===== src/rtl/rv32im_thread_execute_defines.svh =====
// assertion macros shared by the execute unit files
`ifndef RV32IM_THREAD_EXECUTE_DEFINES_SVH
`define RV32IM_THREAD_EXECUTE_DEFINES_SVH

`ifndef SYNTHESIS
`define RTE_ASSERT(lbl, prop, msg) \
  lbl: assert property (@(posedge clk_i) disable iff (!rst_ni) (prop)) else $error(msg);
`define RTE_ASSERT_NEVER(lbl, cond, msg) \
  `RTE_ASSERT(lbl, !(cond), msg)
`else
`define RTE_ASSERT(lbl, prop, msg)
`define RTE_ASSERT_NEVER(lbl, cond, msg)
`endif

`endif


===== src/rtl/rte_pkg.sv =====
// types and constants of the rv32im execute unit
package rte_pkg;

  localparam int unsigned DivSteps = 32;

  localparam logic [3:0] ACT_NOP    = 4'd0;
  localparam logic [3:0] ACT_REG    = 4'd1;
  localparam logic [3:0] ACT_LOAD   = 4'd2;
  localparam logic [3:0] ACT_IMM    = 4'd3;
  localparam logic [3:0] ACT_STORE  = 4'd4;
  localparam logic [3:0] ACT_BRANCH = 4'd5;
  localparam logic [3:0] ACT_LUI    = 4'd6;
  localparam logic [3:0] ACT_AUIPC  = 4'd7;
  localparam logic [3:0] ACT_JAL    = 4'd8;
  localparam logic [3:0] ACT_JALR   = 4'd9;
  localparam logic [3:0] ACT_ID     = 4'd10;
  localparam logic [3:0] ACT_PJMP   = 4'd11;

  localparam logic [2:0] F3_ADD  = 3'd0;
  localparam logic [2:0] F3_SLL  = 3'd1;
  localparam logic [2:0] F3_SLT  = 3'd2;
  localparam logic [2:0] F3_SLTU = 3'd3;
  localparam logic [2:0] F3_XOR  = 3'd4;
  localparam logic [2:0] F3_SR   = 3'd5;
  localparam logic [2:0] F3_OR   = 3'd6;
  localparam logic [2:0] F3_AND  = 3'd7;

  localparam logic [2:0] F3_MUL    = 3'd0;
  localparam logic [2:0] F3_MULH   = 3'd1;
  localparam logic [2:0] F3_MULHSU = 3'd2;
  localparam logic [2:0] F3_MULHU  = 3'd3;
  localparam logic [2:0] F3_DIV    = 3'd4;
  localparam logic [2:0] F3_DIVU   = 3'd5;
  localparam logic [2:0] F3_REM    = 3'd6;
  localparam logic [2:0] F3_REMU   = 3'd7;

  localparam logic [2:0] F3_LB  = 3'd0;
  localparam logic [2:0] F3_LH  = 3'd1;
  localparam logic [2:0] F3_LW  = 3'd2;
  localparam logic [2:0] F3_LBU = 3'd4;
  localparam logic [2:0] F3_LHU = 3'd5;

  localparam logic [2:0] F3_SB = 3'd0;
  localparam logic [2:0] F3_SH = 3'd1;
  localparam logic [2:0] F3_SW = 3'd2;

  localparam logic [2:0] F3_BEQ  = 3'd0;
  localparam logic [2:0] F3_BNE  = 3'd1;
  localparam logic [2:0] F3_BLT  = 3'd4;
  localparam logic [2:0] F3_BGE  = 3'd5;
  localparam logic [2:0] F3_BLTU = 3'd6;
  localparam logic [2:0] F3_BGEU = 3'd7;

  localparam logic [1:0] ACC_NONE  = 2'd0;
  localparam logic [1:0] ACC_LOAD  = 2'd1;
  localparam logic [1:0] ACC_STORE = 2'd2;

  localparam logic [31:0] ID_THREAD = 32'h0000_0020;
  localparam logic [31:0] ID_WARP   = 32'h0000_0021;
  localparam logic [31:0] WORD_MASK = 32'hFFFF_FFFC;
  localparam logic [31:0] SIGN_BIT  = 32'h8000_0000;

  typedef struct packed {
    logic [3:0]         action;
    logic [2:0]         func3;
    logic [6:0]         func7;
    logic [31:0]        src_a;
    logic [31:0]        src_b;
    logic signed [31:0] immediate;
    logic [31:0]        instr_address;
    logic [31:0]        load_word;
    logic [4:0]         thread_index;
    logic [5:0]         warp_index;
  } in_t;

  typedef struct packed {
    logic [31:0] result;
    logic        write_result;
    logic        pc_set;
    logic [31:0] next_pc;
    logic [31:0] mem_address;
    logic [31:0] store_data;
    logic [2:0]  store_bytes;
    logic [1:0]  access;
    logic        illegal;
  } out_t;

  // queue head handed from front to back
  typedef struct packed {
    logic valid;
    logic md;
    in_t  item;
  } rte_op_t;

endpackage


===== src/rtl/rte_front.sv =====
// front end: accepts words, marks multiply/divide, two-entry queue
`include "rv32im_thread_execute_defines.svh"
module rte_front (
  input  logic            clk_i,
  input  logic            rst_ni,
  input  logic            in_valid_i,
  output logic            in_ready_o,
  input  rte_pkg::in_t    in_word_i,
  output rte_pkg::rte_op_t op_o,
  input  logic            pop_i
);
  import rte_pkg::*;

  rte_op_t    fifo_q [2];
  logic       wr_ptr_q, rd_ptr_q;
  logic [1:0] cnt_q, cnt_d;
  logic       push;
  rte_op_t    entry;

  assign in_ready_o = (cnt_q != 2'd2);
  assign push       = in_valid_i && in_ready_o;

  always_comb begin
    entry       = '0;
    entry.valid = 1'b1;
    entry.item  = in_word_i;
    entry.md    = (in_word_i.action == ACT_REG) && in_word_i.func7[0];
  end

  always_comb begin
    cnt_d = cnt_q;
    if (push && !pop_i) begin
      cnt_d = cnt_q + 2'd1;
    end else if (pop_i && !push) begin
      cnt_d = cnt_q - 2'd1;
    end
  end

  always_ff @(posedge clk_i or negedge rst_ni) begin
    if (!rst_ni) begin
      wr_ptr_q <= 1'b0;
      rd_ptr_q <= 1'b0;
      cnt_q    <= 2'd0;
    end else begin
      cnt_q <= cnt_d;
      if (push) wr_ptr_q <= ~wr_ptr_q;
      if (pop_i) rd_ptr_q <= ~rd_ptr_q;
    end
  end

  always_ff @(posedge clk_i) begin
    if (push) fifo_q[wr_ptr_q] <= entry;
  end

  always_comb begin
    op_o       = fifo_q[rd_ptr_q];
    op_o.valid = (cnt_q != 2'd0);
  end

  `RTE_ASSERT(a_cnt_range, cnt_q != 2'd3, "queue count out of range")
  `RTE_ASSERT(a_full_holds, (cnt_q == 2'd2 && !pop_i) |=> cnt_q == 2'd2, "full queue lost a word")
  `RTE_ASSERT_NEVER(a_pop_empty, pop_i && cnt_q == 2'd0, "pop from empty queue")

endmodule


===== config.mk =====
export PLATFORM = sky130hd
export DESIGN_NAME = rte_front
export DESIGN_NICKNAME = d
export VERILOG_FILES = /design/src/rtl/rte_pkg.sv /design/src/rtl/rte_front.sv
export VERILOG_INCLUDE_DIRS = /design/src /design/src/rtl
export SDC_FILE = /design/constraint.sdc
export NUM_CORES = 1
export LEC_CHECK = 0
export ABC_AREA = 1
export ABC_CLOCK_PERIOD_IN_PS = 9700
export BUFFER_PORTS_ARGS = -buffer_cell sky130_fd_sc_hd__buf_2
export CAP_MARGIN = 20
export CORE_MARGIN = 4
export CORE_UTILIZATION = 47
export DETAILED_ROUTE_END_ITERATION = 10
export PLACE_DENSITY_LB_ADDON = 0.15
export RECOVER_POWER = 100
export SYNTH_ARGS = -nofsm -noshare
export SYNTH_HDL_FRONTEND = slang
export SYNTH_SLANG_ARGS = --single-unit

===== constraint.sdc =====
create_clock -name clk_i -period 9.7 [get_ports clk_i]
set_clock_uncertainty 0.05 [all_clocks]
set_input_delay 0.485 -clock clk_i [delete_from_list [all_inputs] [get_ports clk_i]]
set_output_delay 0.485 -clock clk_i [all_outputs]
set_load 0.05 [all_outputs]

==> impl_metrics.toml, run 1 <==
[routing]
drc_errors = 0
wl_per_cell_um = 19.5
avgViaCountPerCell = 4.90
vias = 7064
drtAntennaViolNets = 0
drtPass1Iterations = 4
routed_wl_mm = 28.2
drt_iter0_drc = 350

[setup_path]
slowest_delay_ns = 2.74
crit_slowest_cell = "clkbuf_1"
cp-start-kind = "flip-flop"
endpoint_kind = "output port"
cp_common_cell = "clkbuf_1"
r2r_end = "fifo_q[1][53]$_DFFE_PP_"
worstPathRequired_ns = 9.17
rr_worst_depth = 5
cp_max_fo = 64
critPathKind = "reg2out"
crit_start = "rd_ptr_q$_DFFE_PN0P_"
arrival_ns = 6.04
cp_cell_sequence = "clkbuf_1 > buf_4 > mux2_4 > clkbuf_1"
r2r_slack_ns = 4.22
r2r-start = "cnt_q[0]$_DFFE_PN0P_"

[yosys]
synthDistinctLibCells = 15
syn_area_mm2 = 0.0142
synth-seq-area-share_pct = 79.5
yosysWarnings = 0
synth_fp_nets = 798
avgSynthCellArea_um2 = 23.3
netlist_instances = 608
ys_ff_latch = 376

[cells_and_area]
final_cells = 1443
finalNetCount = 1204
drive_gt1_share_pct = 33.8
area_delta_synth_final_pct = 21.0

[global_routing]
grt_pass1_wl_mm = 41.8
track_usage_pct = 16.3
grt_max_degree = 76
grt_pass1_vias = 7435
grt_overflow = 0
antenna_found_initial = 11

[placed_design]
io_buffers = 376
gp_congestion = 0.749
dp.final_hpwl_mm = 18.8
placed_cells = 1362

[floorplanning]
die_h_um = 182
ios = 377
dieArea_mm2 = 0.0330
start_util_pct = 47.7
die_w_um = 182
fp.coreArea_mm2 = 0.0297
fp-row-count = 63

[hold_path]
hold_path_depth = 1
hold_path_end = "fifo_q[0][172]$_DFFE_PP_"
hp-start = "in_word_i[172]"
hp-class = "in2reg"

[cts]
h-tree-depth = 2
clock_latency_ns = 0.51
clock_path_buffers = 3
cts_root_buf = "clkbuf_16"
clock_sinks = 376
path_clk_slew_ns = 0.06
cts_tree = "built"
cts-buffers-inserted = 39

[sta]
period_minus_slack_ns = 6.57
fin_tns_setup_ns = 0
fin_crit_sh_pct = 67.8
hold_viol = 0
setup_viol = 0
rsz0062_at_grt = "false"
tightest_slew_ns = 4.24
maxSlewHeadroom_pct = -183
max_freq_ghz = 0.152
slew_violations = 305

[power]
power.density_mw_per_mm2 = 369
ir_worst_vdd_v = 0.000247
leakagePower_nw = 6.17

[status]
outcome = "finished, violations left"
violations = "max-capacitance violations, max-slew violations"

[job]
maxCapViolCount = 5
-- through the flow --
step	power [mW]	worst slack, ns	hold WS, ns	cell area (um2)	utilization, %
5_1_grt	6.61	2.70	0.0879	17200	57.7
4_1_cts	6.59	5.35	0.0779	17700	59.5
3_5_place_dp	5.17	5.92	0.254	16500	55.4
3_3_place_gp	5.15	5.91	0.255	16400	55.3
2_1_floorplan	4.73	0.178	0.139	14200	-
6_report	6.33	3.13	0.110	17200	57.8
-- kinds of logic after synthesis --
group,count (synthesis),share of synthesized area [%]
simple gates,14,0.423
mux,186,18.2
xor+xnor,3,0.185
fa+ha+maj,1,0.0882
flops,376,79.5
buf+inv,28,1.63
-- cell usage in the layout (no fill, tap or decap), types with 2 or more instances in the layout --
master,synthesis,final
buf_2,5,179
buf_4,0,3
bufinv_16,0,3
clkbuf_1,0,210
clkbuf_16,0,41
clkinv_1,0,8
clkinv_2,0,10
dfrtp_1,4,3
diode_2,0,10
edfxtp_1,372,372
inv_1,7,7
mux2_1,0,71
mux2_2,56,53
mux2_4,130,62
nand2_1,8,8
nor2_1,3,2
xor2_1,2,2
-- state kept, by name, indices dropped and copies added, names as in the netlist --
register and count:
wr_ptr_q 1, cnt_q 2, rd_ptr_q 1, fifo_q 372
-- routing by layer --
metal	part of all wire [%]	vias up	track usage, %
met3	9.6	66	5.91
met1	38	3470	19.3
met2	49	282	27.0
li1	-	3238	-
met5	0.21	-	0
met4	3.9	8	6.87
-- where the power goes --
group | internal [mW] | leakage (nW) | total (mW) | switching, mW
sequential | 2.25 | 3.51 | 2.34 | 0.0944
combinational | 0.641 | 2.05 | 2.58 | 1.94
clock | 0.848 | 0.609 | 1.41 | 0.558
-- worst max-delay path: cells and delay by family (launching register included) --
| family | cells | cell delay, ns |
|---|---|---|
| buf+inv | 3 | 4.37 |
| flops | 1 | 0.69 |
| mux | 1 | 0.29 |
-- Yosys cell counts --
cell type / number / share of area (%)
ha_1: 1 / 0.088
buf_6: 16 / 1.3
xnor2_1: 1 / 0.062
buf_2: 5 / 0.18
nand3_1: 1 / 0.035
nand2_1: 8 / 0.21
nor2_1: 3 / 0.079
dfrtp_1: 4 / 0.71
inv_1: 7 / 0.19
nand4_1: 1 / 0.044
edfxtp_1: 372 / 79
nor3b_1: 1 / 0.053
mux2_4: 130 / 14
mux2_2: 56 / 4.4
xor2_1: 2 / 0.12
-- worst max path at each step --
| stage | depth (start not counted) | slack (ns) | to |
|---|---|---|---|
| after floorplan | 4 | 0.18 | fifo_q[0][0]$_DFFE_PP_ |
| after global placement | 4 | 5.91 | op_o[0] |
| after detailed placement | 4 | 5.92 | op_o[168] |
| after CTS | 4 | 5.35 | op_o[0] |
| after global routing | 4 | 2.70 | op_o[120] |
| final | 4 | 3.13 | op_o[120] |
-- repair_timing --
| item | 4_1_cts | 5_1_grt |
|---|---|---|
| buffers inserted | 0 | 0 |
| endpoints found under the hold margin | 4 | 0 |
| gates resized for setup | 0 | 0 |
| hold buffers | 1 | 0 |
-- layout make-up --
type / instances / area (um2)
Tap cell: 390 / 488
Fill cell: 2428 / 12600
Inverter: 7 / 26.3
Clock inverter: 21 / 170
Sequential cell: 376 / 11300
Timing Repair Buffer: 386 / 1690
Clock buffer: 49 / 1060
Multi-Input combinational cell: 204 / 2430
Antenna cell: 10 / 25.0
Note: power is estimated with default switching activity, not from simulation.
==> run 2, diff against run 1 <==
- ABC_CLOCK_PERIOD_IN_PS: 9700 -> 5460
- clock period: 9.7 -> 5.46 ns (I/O delays scaled with it)
==> run 2 against run 1 <==
Effect of this change: the flow still finishes with violations (max-capacitance violations, max-slew violations); global-route usage is 1.3 points higher; routed wire length up 7.2%; first-iteration DRC count increased by 15%; worst setup slack got worse by 1.7 ns; utilization up 5.6 points; sequential power up 80%; critical endpoint is now fifo_q[1][36]$_DFFE_PP_.
==> impl_metrics.toml, run 2 (same netlist as run 1, synthesis figures left out) <==
[setup_path]
endpoint_kind = "flip-flop"
cp_cell_sequence = "inv_1 > nand2_1 > nand2_1 > nor2_4 > clkbuf_2"
worstPathRequired_ns = 5.47
crit_cells = 5
crit_slowest_cell = "clkbuf_2"
critPathKind = "reg2reg"
arrival_ns = 4.03
crit_buf_inv = 2
cp_common_cell = "nand2_1"
cp_max_fo = 92
slowest_delay_ns = 1.88
crit_family = "buffers and inverters"
cp-start-kind = "flip-flop"
rr_worst_depth = 5

[placed_design]
io_buffers = 376
post_dp_cell_area_mm2 = 0.0165
dp.final_hpwl_mm = 19.2
placed_cells = 1361
gp_congestion = 0.747

[floorplanning]
dieArea_mm2 = 0.0330
die_w_um = 182
fp-row-count = 63
ios = 377
start_util_pct = 47.7
fp.coreArea_mm2 = 0.0297
die_h_um = 182

[cts]
cts_root_buf = "clkbuf_16"
clock_path_buffers = 3
h-tree-depth = 2
cts_resized = 0
clock_sinks = 376
cts_tree = "built"
cts-buffers-inserted = 39
clock_latency_ns = 0.51
path_clk_slew_ns = 0.06

[routing]
drt_iter0_drc = 402
routed_wl_mm = 30.2
vias = 7802
avgViaCountPerCell = 4.82
drtAntennaViolNets = 0
drtPass1Iterations = 4
wl_per_cell_um = 18.6
drc_errors = 0

[cells_and_area]
reg.largest.list = "fifo_q x372, cnt_q x2"
finalNetCount = 1389
area_delta_synth_final_pct = 32.8
final_cells = 1619
design_area_mm2 = 0.0188
layout_commonest_cell = "edfxtp_1"
largest_register = "fifo_q"
drive_gt1_share_pct = 24.2
layout_common_cells = "372 x edfxtp_1, 226 x clkbuf_1, 187 x dlygate4sd3_1, 156 x buf_2, 105 x mux2_1"
post-route-util_pct = 63.4
largest_register_ffs = 372

[job]
maxCapViolCount = 6

[sta]
tightest_slew_ns = 2.51
fin_crit_sh_pct = 73.6
setup_viol = 0
maxSlewHeadroom_pct = -67.7
period_minus_slack_ns = 4.02
hold_viol = 0
slew_violations = 318
fin_hold_ws_ns = 0.0992
rsz0062_at_grt = "false"
max_freq_ghz = 0.249

[power]
ir_worst_vdd_v = 0.000377
leakagePower_nw = 6.73
power.density_mw_per_mm2 = 596

[global_routing]
busiest_layer = "met2"
grt_pass1_wl_mm = 45.8
grt_pass1_vias = 8451
use_met1_pct = 20.5
antenna_found_initial = 3
track_usage_pct = 17.6
grt_overflow = 0
grt.met2_usage_pct = 31.0
grt.met3_usage_pct = 5.45
grt_max_degree = 98

[status]
outcome = "finished, violations left"
violations = "max-capacitance violations, max-slew violations"

[hold_path]
hp-class = "in2async"
run 2: cell type report:
class | count | area, um2
diodes | 2 | 5.00
clock buffers | 45 | 1040
repair buffers | 571 | 3520
fillers | 2322 | 10900
well taps | 390 | 488
clock inverters | 24 | 179
multi-input cells | 204 | 2310
flip-flops and latches | 376 | 11300
inverters | 7 | 26.3
run 2: power by group:
| group | internal (mW) | leakage, nW | switching, mW |
|---|---|---|---|
| sequential | 3.99 | 3.51 | 0.219 |
| clock | 1.50 | 0.604 | 1.01 |
| combinational | 1.11 | 2.62 | 3.41 |
| total | 6.59 | 6.73 | 4.63 |
run 2: metrics by stage:
stage	total power [mW]	setup WS, ns	setup TNS (ns)
after detailed placement	9.17	2.76	0
after CTS	11.8	2.20	0
final	11.2	1.44	0
after global placement	9.15	2.76	0
after global routing	11.7	1.09	0
after floorplan	8.30	-0.930	-346.06
run 2: final timing paths:
check / from / to / slack (ns)
worst max-delay path: cnt_q[0]$_DFFE_PN0P_ / fifo_q[1][36]$_DFFE_PP_ / 1.44
min in group clk_i: in_valid_i / wr_ptr_q$_DFFE_PN0N_ / 0.18
worst min register to register: cnt_q[1]$_DFFE_PN0P_ / cnt_q[1]$_DFFE_PN0P_ / 0.46
worst max register to register: cnt_q[0]$_DFFE_PN0P_ / fifo_q[1][36]$_DFFE_PP_ / 1.44
worst min-delay path: rst_ni / wr_ptr_q$_DFFE_PN0N_ / 0.1
max in group asynchronous: rst_ni / rd_ptr_q$_DFFE_PN0P_ / 5.04
run 2: routing by layer:
layer,vias to the layer above,part of all wire [%],wire length (um)
li1,3606,-,-
met1,3841,38,11600
met2,291,51,15500
met3,62,7.7,2320
met4,2,2.6,794
met5,-,0.023,7
run 2: timing repair:
item | CTS | global route
hold endpoints to repair | 375 | 0
buffers inserted | 0 | 0
hold buffers | 187 | 0
setup endpoints to repair | 0 | 0
==> run 3, diff against run 2 <==
- ABC_AREA: 1 -> 0
- ABC_CLOCK_PERIOD_IN_PS: 5460 -> 3730
- CORE_UTILIZATION: 47 -> 50
- clock period: 5.46 -> 3.73 ns (I/O delays scaled with it)
==> run 3 against run 2 <==
Effect of this change: sequential share of layout area is 0.82 points lower; the flow now finishes without violations; first-iteration DRC count is 3.5% higher; utilization is 5.2 points higher; worst setup slack worse by 0.67 ns; global-route usage is 1.2 points higher; power is 49% higher; final cell count is 1.1% lower; routed wire length is 0.81% lower; area after synthesis is 0.12% lower; non-clock buffer count is 4 higher; critical path depth is 2 lower.
==> impl_metrics.toml, run 3 <==
[status]
outcome = "completed"

[yosys]
syn_area_mm2 = 0.0142
synthDistinctLibCells = 16
ys_ff_latch = 376
avgSynthCellArea_um2 = 23.6
synth_fp_nets = 789
synthMostInstantiatedCell = "edfxtp_1"
yosys.area.top_type = "edfxtp_1"
synth_edf_count = 372
synth-seq-area-share_pct = 79.6
yosys-top-cells-area = "edfxtp_1 79%, mux2_4 14%, mux2_2 4.5%, buf_6 1.3%, dfrtp_1 0.71%"
netlist_instances = 599
yosys_most_used_dff = "edfxtp_1"
yosysWarnings = 0
ys_async_sr_fraction_pct = 1.06
yosys-top-cells-count = "372 x edfxtp_1, 130 x mux2_4, 56 x mux2_2"
synth_top_area_share_pct = 78.9

[setup_path]
crit_start = "rd_ptr_q$_DFFE_PN0P_"
r2r_slack_ns = 1.19
cp_cell_sequence = "clkbuf_4 > mux2_2 > clkbuf_1"
slowest_delay_ns = 0.91
cp_max_fo = 72
endpoint = "op_o[4]"
rr_worst_depth = 4
cp-start-kind = "flip-flop"
arrival_ns = 2.72
endpoint_kind = "output port"
worstPathRequired_ns = 3.49
r2r_end = "fifo_q[0][83]$_DFFE_PP_"
critPathKind = "reg2out"
r2r-start = "cnt_q[0]$_DFFE_PN0P_"
crit_slowest_cell = "clkbuf_4"

[sta]
fin_crit_sh_pct = 79.2
rsz0062_at_grt = "false"
period_minus_slack_ns = 2.96
fin_tns_setup_ns = 0
setup_viol = 0
slew_violations = 0
tightest_slew_ns = 1.41
max_freq_ghz = 0.338
maxSlewHeadroom_pct = 5.97
hold_viol = 0

[cells_and_area]
reg.largest.list = "fifo_q x372, cnt_q x2"
finalNetCount = 1383
largest_register_ffs = 372
layout_commonest_cell = "edfxtp_1"
layout_common_cells = "372 x edfxtp_1, 255 x clkbuf_1, 189 x dlygate4sd3_1, 123 x buf_2, 92 x mux2_4"
largest_register = "fifo_q"
area_delta_synth_final_pct = 34.9
num-fill-cells = 1992
multi_input_area_mm2 = 0.00254
final_cells = 1601
ff_latch_area_mm2 = 0.0113
drive_gt1_share_pct = 27.6

[power]
power_mw = 16.7
power.density_mw_per_mm2 = 873
ir_worst_vdd_v = 0.000552
leakagePower_nw = 6.93

[floorplanning]
die_h_um = 176
dieArea_mm2 = 0.0311
fp-row-count = 61
start_util_pct = 50.9
ios = 377
fp.coreArea_mm2 = 0.0279
die_w_um = 176

[placed_design]
io_buffers = 376
dp.final_hpwl_mm = 18.8
placed_cells = 1342
gp_congestion = 0.757

[cts]
h-tree-depth = 2
cts-buffers-inserted = 38
cts_resized = 0
clock_path_buffers = 3
cts_root_buf = "clkbuf_16"
clock_sinks = 376
clock_latency_ns = 0.50
path_clk_slew_ns = 0.06
cts_tree = "built"

[global_routing]
grt_overflow = 0
grt_pass1_wl_mm = 45.4
grt_pass1_vias = 8365
track_usage_pct = 18.8
grt_max_degree = 94
antenna_found_initial = 2

[routing]
drtAntennaViolNets = 0
avgViaCountPerCell = 4.83
drtPass1Iterations = 4
routed_wl_mm = 29.9
vias = 7733
drc_errors = 0
drt_iter0_drc = 416
wl_per_cell_um = 18.7

[hold_path]
hp-class = "in2reg"

[job]
maxCapViolCount = 0
==> run 3: cell families (layout without fill, tap and decap cells) <==
family                   count (synthesis)  after routing  synth area share [%]
multiplexers                           186            186                  18.2
AND/OR/NAND/NOR                          8              8                 0.309
adder cells (fa/ha/maj)                  1              1                0.0883
XOR/XNOR                                 5              5                 0.309
flip-flops                             376            376                  79.6
other                                    0              2                     0
buffers and inverters                   23            645                  1.50
==> run 3: where the power goes <==
group	leakage [nW]	switching (mW)	internal (mW)
logic	2.86	5.16	1.96
clock network	0.574	1.44	2.14
registers	3.50	0.205	5.78
total	6.93	6.80	9.87
==> run 3: metrics by stage <==
step	instance area, um2	util, %	setup slack, ns	hold WS [ns]
after floorplan	14200	-	-0.219	-0.159
after global placement	16500	59.3	1.90	-0.0479
after detailed placement	16500	59.3	1.89	-0.0471
after CTS	19600	70.4	1.35	0.320
after global routing	19100	68.6	0.647	0.342
final	19100	68.6	0.775	0.358
==> run 3: worst min-delay path by stage <==
stage                  start                      end  depth (start not counted)
2_1_floorplan         rst_ni     cnt_q[0]$_DFFE_PN0P_                          0
3_3_place_gp          rst_ni     cnt_q[0]$_DFFE_PN0P_                          1
3_5_place_dp          rst_ni     cnt_q[0]$_DFFE_PN0P_                          1
4_1_cts        in_word_i[36]  fifo_q[1][36]$_DFFE_PP_                          2
5_1_grt        in_word_i[51]  fifo_q[0][51]$_DFFE_PP_                          2
6_report       in_word_i[51]  fifo_q[0][51]$_DFFE_PP_                          2
==> run 3: timing repair <==
item | in CTS | in global routing
hold endpoints to repair | 376 | 0
hold buffers | 189 | 0
setup buffers | 0 | 0
==> run 3: area by class of cell <==
class	instances	share of cell area, %
well taps	378	2.48
flip-flops and latches	376	59.0
inverters	2	0.0393
clock inverters	16	0.629
multi-input cells	200	13.3
repair buffers	575	18.9
diodes	2	0.0262
clock buffers	52	5.59
==> run 3: critical path, delay by kind of cell (launching register included) <==
kind	cells	cell delay [ns]
muxes	1	0.33
DFF	1	0.43
buffers and inverters	2	1.38
==> run 3: per-layer routing <==
layer  up-vias  track usage, %  wire [um]
li1       3582               -          -
met1      3788            21.7      11000
met2       304            33.8      15700
met3        59            5.35       2350
met4         0            6.27        874
met5         -               0          0
